**src/hw/rtl/unt_pkg.sv**
```systemverilog
// Shared types, codes and fixed port widths of the UID node table.
`default_nettype none

package unt_pkg;

    // Fixed field widths of the command and result ports
    localparam int CMD_W    = 2;
    localparam int KEY_W    = 64;
    localparam int EIDX_W   = 4;
    localparam int NOW_W    = 32;
    localparam int STATUS_W = 3;
    localparam int NODE_W   = 4;

    // Defaults for the top-level parameters
    localparam int DEF_TABLE_DEPTH = 16;
    localparam int DEF_UID_BITS    = 64;
    localparam int DEF_STAMP_BITS  = 32;

    // Command codes
    localparam logic [CMD_W-1:0] CMD_GET    = 2'd0;
    localparam logic [CMD_W-1:0] CMD_LOOKUP = 2'd1;
    localparam logic [CMD_W-1:0] CMD_FREE   = 2'd2;
    localparam logic [CMD_W-1:0] CMD_CLEAR  = 2'd3;

    // Result status codes
    localparam logic [STATUS_W-1:0] STS_HIT      = 3'd0;
    localparam logic [STATUS_W-1:0] STS_MISS     = 3'd1;
    localparam logic [STATUS_W-1:0] STS_FILLED   = 3'd2;
    localparam logic [STATUS_W-1:0] STS_EVICTED  = 3'd3;
    localparam logic [STATUS_W-1:0] STS_WAS_FREE = 3'd4;

    typedef enum logic [1:0] {
        FSM_IDLE,
        FSM_SCAN,
        FSM_DRAIN,
        FSM_COMMIT
    } state_t;

    // Controller to datapath
    typedef struct packed {
        logic load;     // latch the item, rewind the scan, drop old search results
        logic scan_rd;  // read the entry at the scan pointer and advance it
        logic commit;   // apply the command and issue the result
    } ctrl_cmd_t;

    // Datapath to controller
    typedef struct packed {
        logic scan_last; // scan pointer sits on the last entry
    } ctrl_sts_t;

endpackage

`default_nettype wire

```
**src/hw/rtl/unt_ram.sv**
```systemverilog
// Generic single-write, single-read RAM with registered read data.
`default_nettype none

module unt_ram #(
    parameter int WIDTH = 8,
    parameter int DEPTH = 16
) (
    input  wire logic                     clk,
    input  wire logic                     wr_en,
    input  wire logic [$clog2(DEPTH)-1:0] wr_addr,
    input  wire logic [WIDTH-1:0]         wr_data,
    input  wire logic                     rd_en,
    input  wire logic [$clog2(DEPTH)-1:0] rd_addr,
    output logic      [WIDTH-1:0]         rd_data
);

    logic [WIDTH-1:0] mem [DEPTH];

    always_ff @(posedge clk)
    begin
        if (wr_en)
        begin
            mem[wr_addr] <= wr_data;
        end
        if (rd_en)
        begin
            rd_data <= mem[rd_addr];
        end
    end

endmodule

`default_nettype wire

```
**src/hw/rtl/unt_ctrl.sv**
```systemverilog
// Sequencing state machine of the UID node table.
`default_nettype none

module unt_ctrl (
    input  wire logic                      clk,
    input  wire logic                      rst_n,
    input  wire logic                      start,
    input  wire logic [unt_pkg::CMD_W-1:0] cmd,
    input  wire unt_pkg::ctrl_sts_t        sts,
    output unt_pkg::ctrl_cmd_t             ctl,
    output logic                           busy
);

    unt_pkg::state_t state_reg;
    unt_pkg::state_t state_next;
    logic            accept;
    logic            is_search;

    assign accept    = start && (state_reg == unt_pkg::FSM_IDLE);
    assign is_search = (cmd == unt_pkg::CMD_GET) || (cmd == unt_pkg::CMD_LOOKUP);

    always_ff @(posedge clk or negedge rst_n)
    begin
        if (!rst_n)
        begin
            state_reg <= unt_pkg::FSM_IDLE;
        end
        else
        begin
            state_reg <= state_next;
        end
    end

    // Next state
    always_comb
    begin
        state_next = state_reg;
        case (state_reg)
            unt_pkg::FSM_IDLE:
            begin
                if (accept)
                begin
                    state_next = is_search ? unt_pkg::FSM_SCAN : unt_pkg::FSM_COMMIT;
                end
            end
            unt_pkg::FSM_SCAN:
            begin
                if (sts.scan_last)
                begin
                    state_next = unt_pkg::FSM_DRAIN;
                end
            end
            unt_pkg::FSM_DRAIN:
            begin
                state_next = unt_pkg::FSM_COMMIT;
            end
            unt_pkg::FSM_COMMIT:
            begin
                state_next = unt_pkg::FSM_IDLE;
            end
            default:
            begin
                state_next = unt_pkg::FSM_IDLE;
            end
        endcase
    end

    // Outputs
    always_comb
    begin
        ctl.load    = 1'b0;
        ctl.scan_rd = 1'b0;
        ctl.commit  = 1'b0;
        busy        = 1'b1;
        case (state_reg)
            unt_pkg::FSM_IDLE:
            begin
                busy     = 1'b0;
                ctl.load = start;
            end
            unt_pkg::FSM_SCAN:
            begin
                ctl.scan_rd = 1'b1;
            end
            unt_pkg::FSM_DRAIN:
            begin
                ctl.scan_rd = 1'b0;
            end
            unt_pkg::FSM_COMMIT:
            begin
                ctl.commit = 1'b1;
            end
            default:
            begin
                busy = 1'b1;
            end
        endcase
    end

    a_search_scans: assert property (@(posedge clk) disable iff (!rst_n)
        accept && is_search |=> state_reg == unt_pkg::FSM_SCAN)
        else $error("search item did not enter the scan");

    a_direct_commits: assert property (@(posedge clk) disable iff (!rst_n)
        accept && !is_search |=> ctl.commit)
        else $error("free or clear item did not commit next cycle");

    a_scan_ends: assert property (@(posedge clk) disable iff (!rst_n)
        state_reg == unt_pkg::FSM_SCAN && sts.scan_last |=> state_reg == unt_pkg::FSM_DRAIN)
        else $error("scan ran past the last entry");

endmodule

`default_nettype wire

```
**src/hw/rtl/unt_dpath.sv**
```systemverilog
// Datapath of the UID node table: entry store, valid bits, scan trackers, result.
`default_nettype none

module unt_dpath #(
    parameter int TABLE_DEPTH = unt_pkg::DEF_TABLE_DEPTH,
    parameter int UID_BITS    = unt_pkg::DEF_UID_BITS,
    parameter int STAMP_BITS  = unt_pkg::DEF_STAMP_BITS
) (
    input  wire logic                         clk,
    input  wire logic                         rst_n,
    input  wire unt_pkg::ctrl_cmd_t           ctl,
    output unt_pkg::ctrl_sts_t                sts,
    input  wire logic [unt_pkg::CMD_W-1:0]    cmd,
    input  wire logic [unt_pkg::KEY_W-1:0]    key_uid,
    input  wire logic [unt_pkg::EIDX_W-1:0]   entry_index,
    input  wire logic [unt_pkg::NOW_W-1:0]    now_ms,
    output logic                              done,
    output logic      [unt_pkg::STATUS_W-1:0] status,
    output logic      [unt_pkg::NODE_W-1:0]   node_index
);

    localparam int IDX_W  = $clog2(TABLE_DEPTH);
    localparam int NW     = (IDX_W > unt_pkg::NODE_W) ? IDX_W : unt_pkg::NODE_W;
    localparam int DATA_W = UID_BITS + STAMP_BITS;

    // Latched item
    logic [unt_pkg::CMD_W-1:0]  cmd_reg;
    logic [UID_BITS-1:0]        key_reg;
    logic [STAMP_BITS-1:0]      now_reg;
    logic [unt_pkg::EIDX_W-1:0] eidx_reg;

    // Scan pointer and read pipeline
    logic [IDX_W-1:0] cnt_reg, cnt_next;
    logic             rd_vld_reg;
    logic [IDX_W-1:0] rd_idx_reg;
    logic [DATA_W-1:0] rd_data;
    logic [UID_BITS-1:0]   rd_uid;
    logic [STAMP_BITS-1:0] rd_stamp;
    logic                  rd_valid;

    // Trackers
    logic hit_found_reg, hit_found_next;
    logic [IDX_W-1:0] hit_idx_reg, hit_idx_next;
    logic free_found_reg, free_found_next;
    logic [IDX_W-1:0] free_idx_reg, free_idx_next;
    logic le_found_reg, le_found_next;
    logic [IDX_W-1:0] le_idx_reg, le_idx_next;
    logic [STAMP_BITS-1:0] le_stamp_reg, le_stamp_next;
    logic any_found_reg, any_found_next;
    logic [IDX_W-1:0] any_idx_reg, any_idx_next;
    logic [STAMP_BITS-1:0] any_stamp_reg, any_stamp_next;

    // Table state and result
    logic [TABLE_DEPTH-1:0] valid_reg, valid_next;
    logic                   done_reg, done_next;
    logic [unt_pkg::STATUS_W-1:0] status_reg, status_next;
    logic [unt_pkg::NODE_W-1:0]   node_reg, node_next;

    // Commit decode
    logic             ins_wr;
    logic [IDX_W-1:0] ins_slot;
    logic [NW-1:0]    slot_ext;
    logic [NW-1:0]    eidx_ext;
    logic [IDX_W-1:0] free_slot;
    logic             free_in_range;

    assign rd_uid   = rd_data[STAMP_BITS +: UID_BITS];
    assign rd_stamp = rd_data[STAMP_BITS-1:0];
    assign rd_valid = valid_reg[rd_idx_reg];

    assign sts.scan_last = (cnt_reg == IDX_W'(TABLE_DEPTH - 1));

    assign eidx_ext      = NW'(eidx_reg);
    assign free_slot     = IDX_W'(eidx_ext);
    assign free_in_range = (32'(eidx_reg) < TABLE_DEPTH);

    always_comb
    begin
        if (free_found_reg)
        begin
            ins_slot = free_idx_reg;
        end
        else if (le_found_reg)
        begin
            ins_slot = le_idx_reg;
        end
        else
        begin
            ins_slot = any_idx_reg;
        end
    end

    assign ins_wr   = ctl.commit && (cmd_reg == unt_pkg::CMD_GET) && !hit_found_reg;
    assign slot_ext = NW'(hit_found_reg ? hit_idx_reg : ins_slot);

    unt_ram #(
        .WIDTH (DATA_W),
        .DEPTH (TABLE_DEPTH)
    ) u_store (
        .clk     (clk),
        .wr_en   (ins_wr),
        .wr_addr (ins_slot),
        .wr_data ({key_reg, now_reg}),
        .rd_en   (ctl.scan_rd),
        .rd_addr (cnt_reg),
        .rd_data (rd_data)
    );

    // Scan pointer
    always_comb
    begin
        cnt_next = cnt_reg;
        if (ctl.load)
        begin
            cnt_next = '0;
        end
        else if (ctl.scan_rd)
        begin
            cnt_next = cnt_reg + IDX_W'(1);
        end
    end

    // Trackers: first hit, first free, oldest at or below now, oldest overall
    always_comb
    begin
        hit_found_next  = hit_found_reg;
        hit_idx_next    = hit_idx_reg;
        free_found_next = free_found_reg;
        free_idx_next   = free_idx_reg;
        le_found_next   = le_found_reg;
        le_idx_next     = le_idx_reg;
        le_stamp_next   = le_stamp_reg;
        any_found_next  = any_found_reg;
        any_idx_next    = any_idx_reg;
        any_stamp_next  = any_stamp_reg;
        if (ctl.load)
        begin
            hit_found_next  = 1'b0;
            free_found_next = 1'b0;
            le_found_next   = 1'b0;
            any_found_next  = 1'b0;
        end
        else if (rd_vld_reg)
        begin
            if (rd_valid && !hit_found_reg && (rd_uid == key_reg))
            begin
                hit_found_next = 1'b1;
                hit_idx_next   = rd_idx_reg;
            end
            if (!rd_valid && !free_found_reg)
            begin
                free_found_next = 1'b1;
                free_idx_next   = rd_idx_reg;
            end
            if (rd_valid && (rd_stamp <= now_reg) && (!le_found_reg || rd_stamp <= le_stamp_reg))
            begin
                le_found_next = 1'b1;
                le_idx_next   = rd_idx_reg;
                le_stamp_next = rd_stamp;
            end
            if (rd_valid && (!any_found_reg || rd_stamp <= any_stamp_reg))
            begin
                any_found_next = 1'b1;
                any_idx_next   = rd_idx_reg;
                any_stamp_next = rd_stamp;
            end
        end
    end

    // Commit: table update and result
    always_comb
    begin
        valid_next  = valid_reg;
        done_next   = ctl.commit;
        status_next = status_reg;
        node_next   = node_reg;
        if (ctl.commit)
        begin
            status_next = unt_pkg::STS_HIT;
            node_next   = '0;
            case (cmd_reg)
                unt_pkg::CMD_GET:
                begin
                    node_next = slot_ext[unt_pkg::NODE_W-1:0];
                    if (!hit_found_reg)
                    begin
                        valid_next[ins_slot] = 1'b1;
                        status_next = free_found_reg ? unt_pkg::STS_FILLED
                                                     : unt_pkg::STS_EVICTED;
                    end
                end
                unt_pkg::CMD_LOOKUP:
                begin
                    if (hit_found_reg)
                    begin
                        node_next = slot_ext[unt_pkg::NODE_W-1:0];
                    end
                    else
                    begin
                        status_next = unt_pkg::STS_MISS;
                    end
                end
                unt_pkg::CMD_FREE:
                begin
                    node_next = eidx_reg;
                    if (free_in_range && valid_reg[free_slot])
                    begin
                        valid_next[free_slot] = 1'b0;
                    end
                    else
                    begin
                        status_next = unt_pkg::STS_WAS_FREE;
                    end
                end
                unt_pkg::CMD_CLEAR:
                begin
                    valid_next = '0;
                end
                default:
                begin
                    valid_next = valid_reg;
                end
            endcase
        end
    end

    always_ff @(posedge clk or negedge rst_n)
    begin
        if (!rst_n)
        begin
            valid_reg      <= '0;
            done_reg       <= 1'b0;
            rd_vld_reg     <= 1'b0;
            hit_found_reg  <= 1'b0;
            free_found_reg <= 1'b0;
            le_found_reg   <= 1'b0;
            any_found_reg  <= 1'b0;
        end
        else
        begin
            valid_reg      <= valid_next;
            done_reg       <= done_next;
            rd_vld_reg     <= ctl.scan_rd;
            hit_found_reg  <= hit_found_next;
            free_found_reg <= free_found_next;
            le_found_reg   <= le_found_next;
            any_found_reg  <= any_found_next;
        end
    end

    always_ff @(posedge clk)
    begin
        if (ctl.load)
        begin
            cmd_reg  <= cmd;
            key_reg  <= UID_BITS'(key_uid);
            now_reg  <= STAMP_BITS'(now_ms);
            eidx_reg <= entry_index;
        end
        cnt_reg       <= cnt_next;
        rd_idx_reg    <= cnt_reg;
        hit_idx_reg   <= hit_idx_next;
        free_idx_reg  <= free_idx_next;
        le_idx_reg    <= le_idx_next;
        le_stamp_reg  <= le_stamp_next;
        any_idx_reg   <= any_idx_next;
        any_stamp_reg <= any_stamp_next;
        status_reg    <= status_next;
        node_reg      <= node_next;
    end

    assign done       = done_reg;
    assign status     = status_reg;
    assign node_index = node_reg;

    a_done_single: assert property (@(posedge clk) disable iff (!rst_n)
        done_reg |=> !done_reg)
        else $error("result strobe held longer than one cycle");

    a_evict_full: assert property (@(posedge clk) disable iff (!rst_n)
        done_reg && status_reg == unt_pkg::STS_EVICTED |-> &valid_reg)
        else $error("eviction reported while the table had a free slot");

    a_insert_valid: assert property (@(posedge clk) disable iff (!rst_n)
        ins_wr |=> valid_reg[$past(ins_slot)])
        else $error("inserted entry not marked valid");

endmodule

`default_nettype wire

```
**src/hw/rtl/uid_node_table_with_oldest_eviction.sv**
```systemverilog
// Top level of the UID node table with oldest-stamp replacement.
//
//  channel   | handshake            | fields
//  ----------+----------------------+------------------------------------------
//  command   | start / busy         | cmd, key_uid, entry_index, now_ms
//  result    | done (1-cycle pulse) | status, node_index
//
// An item is taken at a rising edge with start high and busy low.
// get and lookup scan the entry store one entry per cycle through its
// single read port, then drain the read pipe and commit; the next item can be
// taken at the edge that ends the result strobe.
// free and clear skip the scan and commit directly, touching only the valid bits.
// Reset empties the table at once: the valid bits clear in flip-flops, the
// stored IDs and stamps are left as they are and never used while invalid.
// The receiver cannot stall; each result stands for exactly one cycle.
`default_nettype none

module uid_node_table_with_oldest_eviction #(
    parameter int TABLE_DEPTH = unt_pkg::DEF_TABLE_DEPTH,
    parameter int UID_BITS    = unt_pkg::DEF_UID_BITS,
    parameter int STAMP_BITS  = unt_pkg::DEF_STAMP_BITS
) (
    input  wire logic                         clk,
    input  wire logic                         rst_n,
    input  wire logic                         start,
    output logic                              busy,
    input  wire logic [unt_pkg::CMD_W-1:0]    cmd,
    input  wire logic [unt_pkg::KEY_W-1:0]    key_uid,
    input  wire logic [unt_pkg::EIDX_W-1:0]   entry_index,
    input  wire logic [unt_pkg::NOW_W-1:0]    now_ms,
    output logic                              done,
    output logic      [unt_pkg::STATUS_W-1:0] status,
    output logic      [unt_pkg::NODE_W-1:0]   node_index
);

    unt_pkg::ctrl_cmd_t ctl;
    unt_pkg::ctrl_sts_t sts;

    // Sequence each item: accept, scan and drain the read pipe for get and lookup, commit
    unt_ctrl u_ctrl (
        .clk   (clk),
        .rst_n (rst_n),
        .start (start),
        .cmd   (cmd),
        .sts   (sts),
        .ctl   (ctl),
        .busy  (busy)
    );

    // Hold the entries, track match, free slot and eviction victim, drive the result
    unt_dpath #(
        .TABLE_DEPTH (TABLE_DEPTH),
        .UID_BITS    (UID_BITS),
        .STAMP_BITS  (STAMP_BITS)
    ) u_dpath (
        .clk         (clk),
        .rst_n       (rst_n),
        .ctl         (ctl),
        .sts         (sts),
        .cmd         (cmd),
        .key_uid     (key_uid),
        .entry_index (entry_index),
        .now_ms      (now_ms),
        .done        (done),
        .status      (status),
        .node_index  (node_index)
    );

endmodule

`default_nettype wire

```
**config.mk**
```make
export PLATFORM = sky130hd
export DESIGN_NAME = uid_node_table_with_oldest_eviction
export DESIGN_NICKNAME = d
export VERILOG_FILES = /design/src/hw/rtl/unt_pkg.sv /design/src/hw/rtl/unt_ram.sv /design/src/hw/rtl/unt_ctrl.sv /design/src/hw/rtl/unt_dpath.sv /design/src/hw/rtl/uid_node_table_with_oldest_eviction.sv
export SDC_FILE = /design/constraint.sdc
export NUM_CORES = 2
export LEC_CHECK = 0
export BUFFER_PORTS_ARGS = -buffer_cell sky130_fd_sc_hd__buf_4
export CELL_PAD_IN_SITES_DETAIL_PLACEMENT = 0
export CELL_PAD_IN_SITES_GLOBAL_PLACEMENT = 2
export CORE_ASPECT_RATIO = 1.5
export CORE_MARGIN = 1.5
export CORE_UTILIZATION = 50
export DETAILED_ROUTE_END_ITERATION = 6
export PLACE_DENSITY = 0.81
export SLEW_MARGIN = 30
export SYNTH_ARGS = -nofsm -noshare
export SYNTH_HDL_FRONTEND = slang
export SYNTH_HIERARCHICAL = 1
export SYNTH_SLANG_ARGS = --single-unit
```
**constraint.sdc**
```tcl
create_clock -name clk -period 11.3 [get_ports clk]
set_input_delay 0.565 -clock clk [delete_from_list [all_inputs] [get_ports clk]]
set_output_delay 0.565 -clock clk [all_outputs]
set_load 0.01 [all_outputs]
```
==> flow_summary.toml <==
[status]
status = "finished, final reports clean"

[detailed_routing]
wire_per_inst_um = 28.2
drtPass1Iterations = 6
drt_first_iter_violations = 2837
drc = 0
ant_nets = 0
via_per_inst = 6.01
drt-total-wl_mm = 158
detailroute.via_count = 33700

[worst_setup_path]
arrival_ns = 4.63
crit_path_end_kind = "flop"
rrSetupSlack_ns = 7.13
path_class = "flop to flop"
r2r-start = "u_dpath/now_reg[9]$_DFFE_PP_"
cp_max_fo = 26
required_ns = 11.75
worst_setup_path_start_kind = "flop"
startpoint = "u_dpath/now_reg[9]$_DFFE_PP_"

[synthesis]
synth_top_cell_by_area = "edfxtp_1"
avgSynthCellArea_um2 = 21.7
synth.most_common_cell = "edfxtp_1"
ys_seq_elements = 1853
async_flop_share_pct = 1.30
syn_inst = 3276
ys_warn_count = 6
syn-num-nets = 3487
netlist_area_um2 = 71100
synth_top_area_share_pct = 76.9
ys_top_cells_by_area = "edfxtp_1, mux4_2, a22oi_1"
synth-seq-area-share_pct = 78.0
synth_cell_type_count = 59
yosys_most_used_dff = "edfxtp_1"
synth_common_cells = "edfxtp_1, mux4_2, a22oi_1"
synth_edf_count = 1821

[timing]
setup_slack_ns = 7.13
whs_ns = 0.128
fin_crit_sh_pct = 36.9
fin_tns_setup_ns = 0
finalSetupViolations = 0
hold_viol = 0
rsz0062_at_grt = "no"
fin_crit_ns = 4.17
worst_pin_slew_ns = 0.991
clock_skew_ns = 0.0251
relSlewSlack_pct = 34.0
clock.fmax_mhz = 240
maxSlewViolCount = 0

[cells_and_area]
syn_to_final_growth_pct = 13.6
nets = 3810
seq_area_um2 = 55500
layout-drive-gt1-share_pct = 22.4
multiInputGateArea_um2 = 14600
fillers = 10500
design_area_um2 = 80700
largest_register_ffs = 1536

[clock_tree]
cts_root_buffer = "clkbuf_16"
cts.reportedPaths.clkPinSlew_ns = 0.06
cts_tree = "built"
clk_latency_ns = 0.81
cts.htree.levels = 4
clock-sinks = 1853
clockBufferDepth = 3
cts_setup_buffers = 0
cts_buffers = 169

[place]
gp_congestion = 0.778
io_buffers = 113
dp_hpwl_mm = 85.5
placed_area_um2 = 74400
pre_cts_slack_ns = 7.06

[floorplanning]
die_h_um = 465
io_pins = 114
die_w_um = 311
coreArea_um2 = 141000
rows = 169
die-area_um2 = 144000
start_util_pct = 50.3

[global_routing]
overflow = 0
globalRouteTotalUtil_pct = 22.3
grt_pass1_wl_mm = 235
grt_pass1_vias = 35400
antenna_found_initial = 3
grt_max_degree = 106

[power_and_ir_drop]
vdd_drop_max_mv = 0.159
pwr_density_cell_nw_per_um2 = 226
p_leak_uw = 0.0261

[min_path]
min_from = "start"
hp-class = "input pin to flop"

[job]
drv_cap = 0
-- cell type report --
cell class / count / share of cell area, %
diodes: 2 / 0.00620
flip-flops and latches: 1853 / 68.7
multi-input cells: 1166 / 18.1
clock buffers: 209 / 5.43
well taps: 1881 / 2.92
repair buffers: 290 / 3.25
clock inverters: 92 / 1.08
inverters: 119 / 0.553
-- worst paths after layout --
check,endpoint,cells after the start
min,u_ctrl/state_reg[1]$_DFFE_PN0P_,3
min in group asynchronous,u_dpath/any_found_reg$_DFFE_PN0P_,2
max,u_dpath/le_stamp_reg[5]$_DFFE_PP_,9
max reg2reg,u_dpath/le_stamp_reg[5]$_DFFE_PP_,9
max in group asynchronous,u_ctrl/state_reg[0]$_DFFE_PN0P_,2
min reg2reg,u_dpath/any_stamp_reg[0]$_DFFE_PP_,0
-- power breakdown --
| part | leakage, uW | total [uW] | switching, uW | internal (uW) |
|---|---|---|---|---|
| sequential | 0.0168 | 8910 | 549 | 8360 |
| combinational | 0.00672 | 3820 | 2060 | 1760 |
| clock | 0.00256 | 5520 | 2460 | 3060 |
| total | 0.0261 | 18300 | 5070 | 13200 |
-- what timing repair did --
item                      4_1_cts  5_1_grt
gates resized for setup         0        0
hold endpoints to repair      126        0
hold buffers                  103        0
-- per-stage QoR --
stage / utilization [%] / instances / total power [uW]
after floorplan: - / 3276 / 11700
after global placement: 52.6 / 5202 / 12900
after detailed placement: 52.7 / 5205 / 12900
after CTS: 57.1 / 5609 / 18500
after global routing: 57.1 / 5611 / 19000
final: 57.1 / 5612 / 18300
-- per-layer routing --
| layer | GRT usage [%] | share of wire (%) | wire (um) |
|---|---|---|---|
| met4 | 6.22 | 2.2 | 3450 |
| met2 | 38.9 | 53 | 83500 |
| met3 | 3.06 | 5.1 | 8100 |
| met5 | 0 | 0 | 0 |
| met1 | 29.4 | 40 | 63000 |
-- critical path: stages, from the launching register on --
cell      delay, ns
edfxtp_1       0.71
inv_1          0.10
ha_1           0.32
nand4_1        0.22
or4_1          0.71
nor2b_1        0.16
a21oi_1        0.07
a311o_2        0.36
nor3_2         0.71
buf_4          0.46
-- layout by cell type, fill, tap and decap left out, drive strengths merged, types with 3 or more instances in the layout --
| cell type | n |
|---|---|
| a222oi | 5 |
| inv | 132 |
| nor2b | 10 |
| o22ai | 7 |
| a21oi | 54 |
| a21o | 21 |
| nand4 | 31 |
| and2 | 4 |
| buf | 187 |
| dfxtp | 8 |
| nand3 | 10 |
| nand2 | 125 |
| a22oi | 194 |
| bufinv | 13 |
| ha | 106 |
| mux4 | 393 |
| dlygate4sd3 | 103 |
| nor3 | 12 |
| nand2b | 3 |
| a211oi | 19 |
| clkinvlp | 4 |
| xor2 | 34 |
| mux2i | 9 |
| nor2 | 45 |
| nand3b | 4 |
| dfrtp | 24 |
| a21boi | 3 |
| or4 | 4 |
| edfxtp | 1821 |
| xnor2 | 23 |
| clkbuf | 209 |
| nor4 | 12 |
| o21ai | 15 |
| clkinv | 62 |
-- cells by family (layout without fill, tap and decap cells) --
family	after synthesis	in the layout	synth area share, %
muxes	402	402	12.6
xor gates and xnor gates	57	57	0.702
other	0	2	0
adders and majority gates	106	106	1.87
and+or+nand+nor	268	268	1.80
DFF	1853	1853	78.0
AOI/OAI and AO/OA	333	333	3.32
buffers and inverters	257	710	1.71
Note: power is estimated with default switching activity, not from simulation.
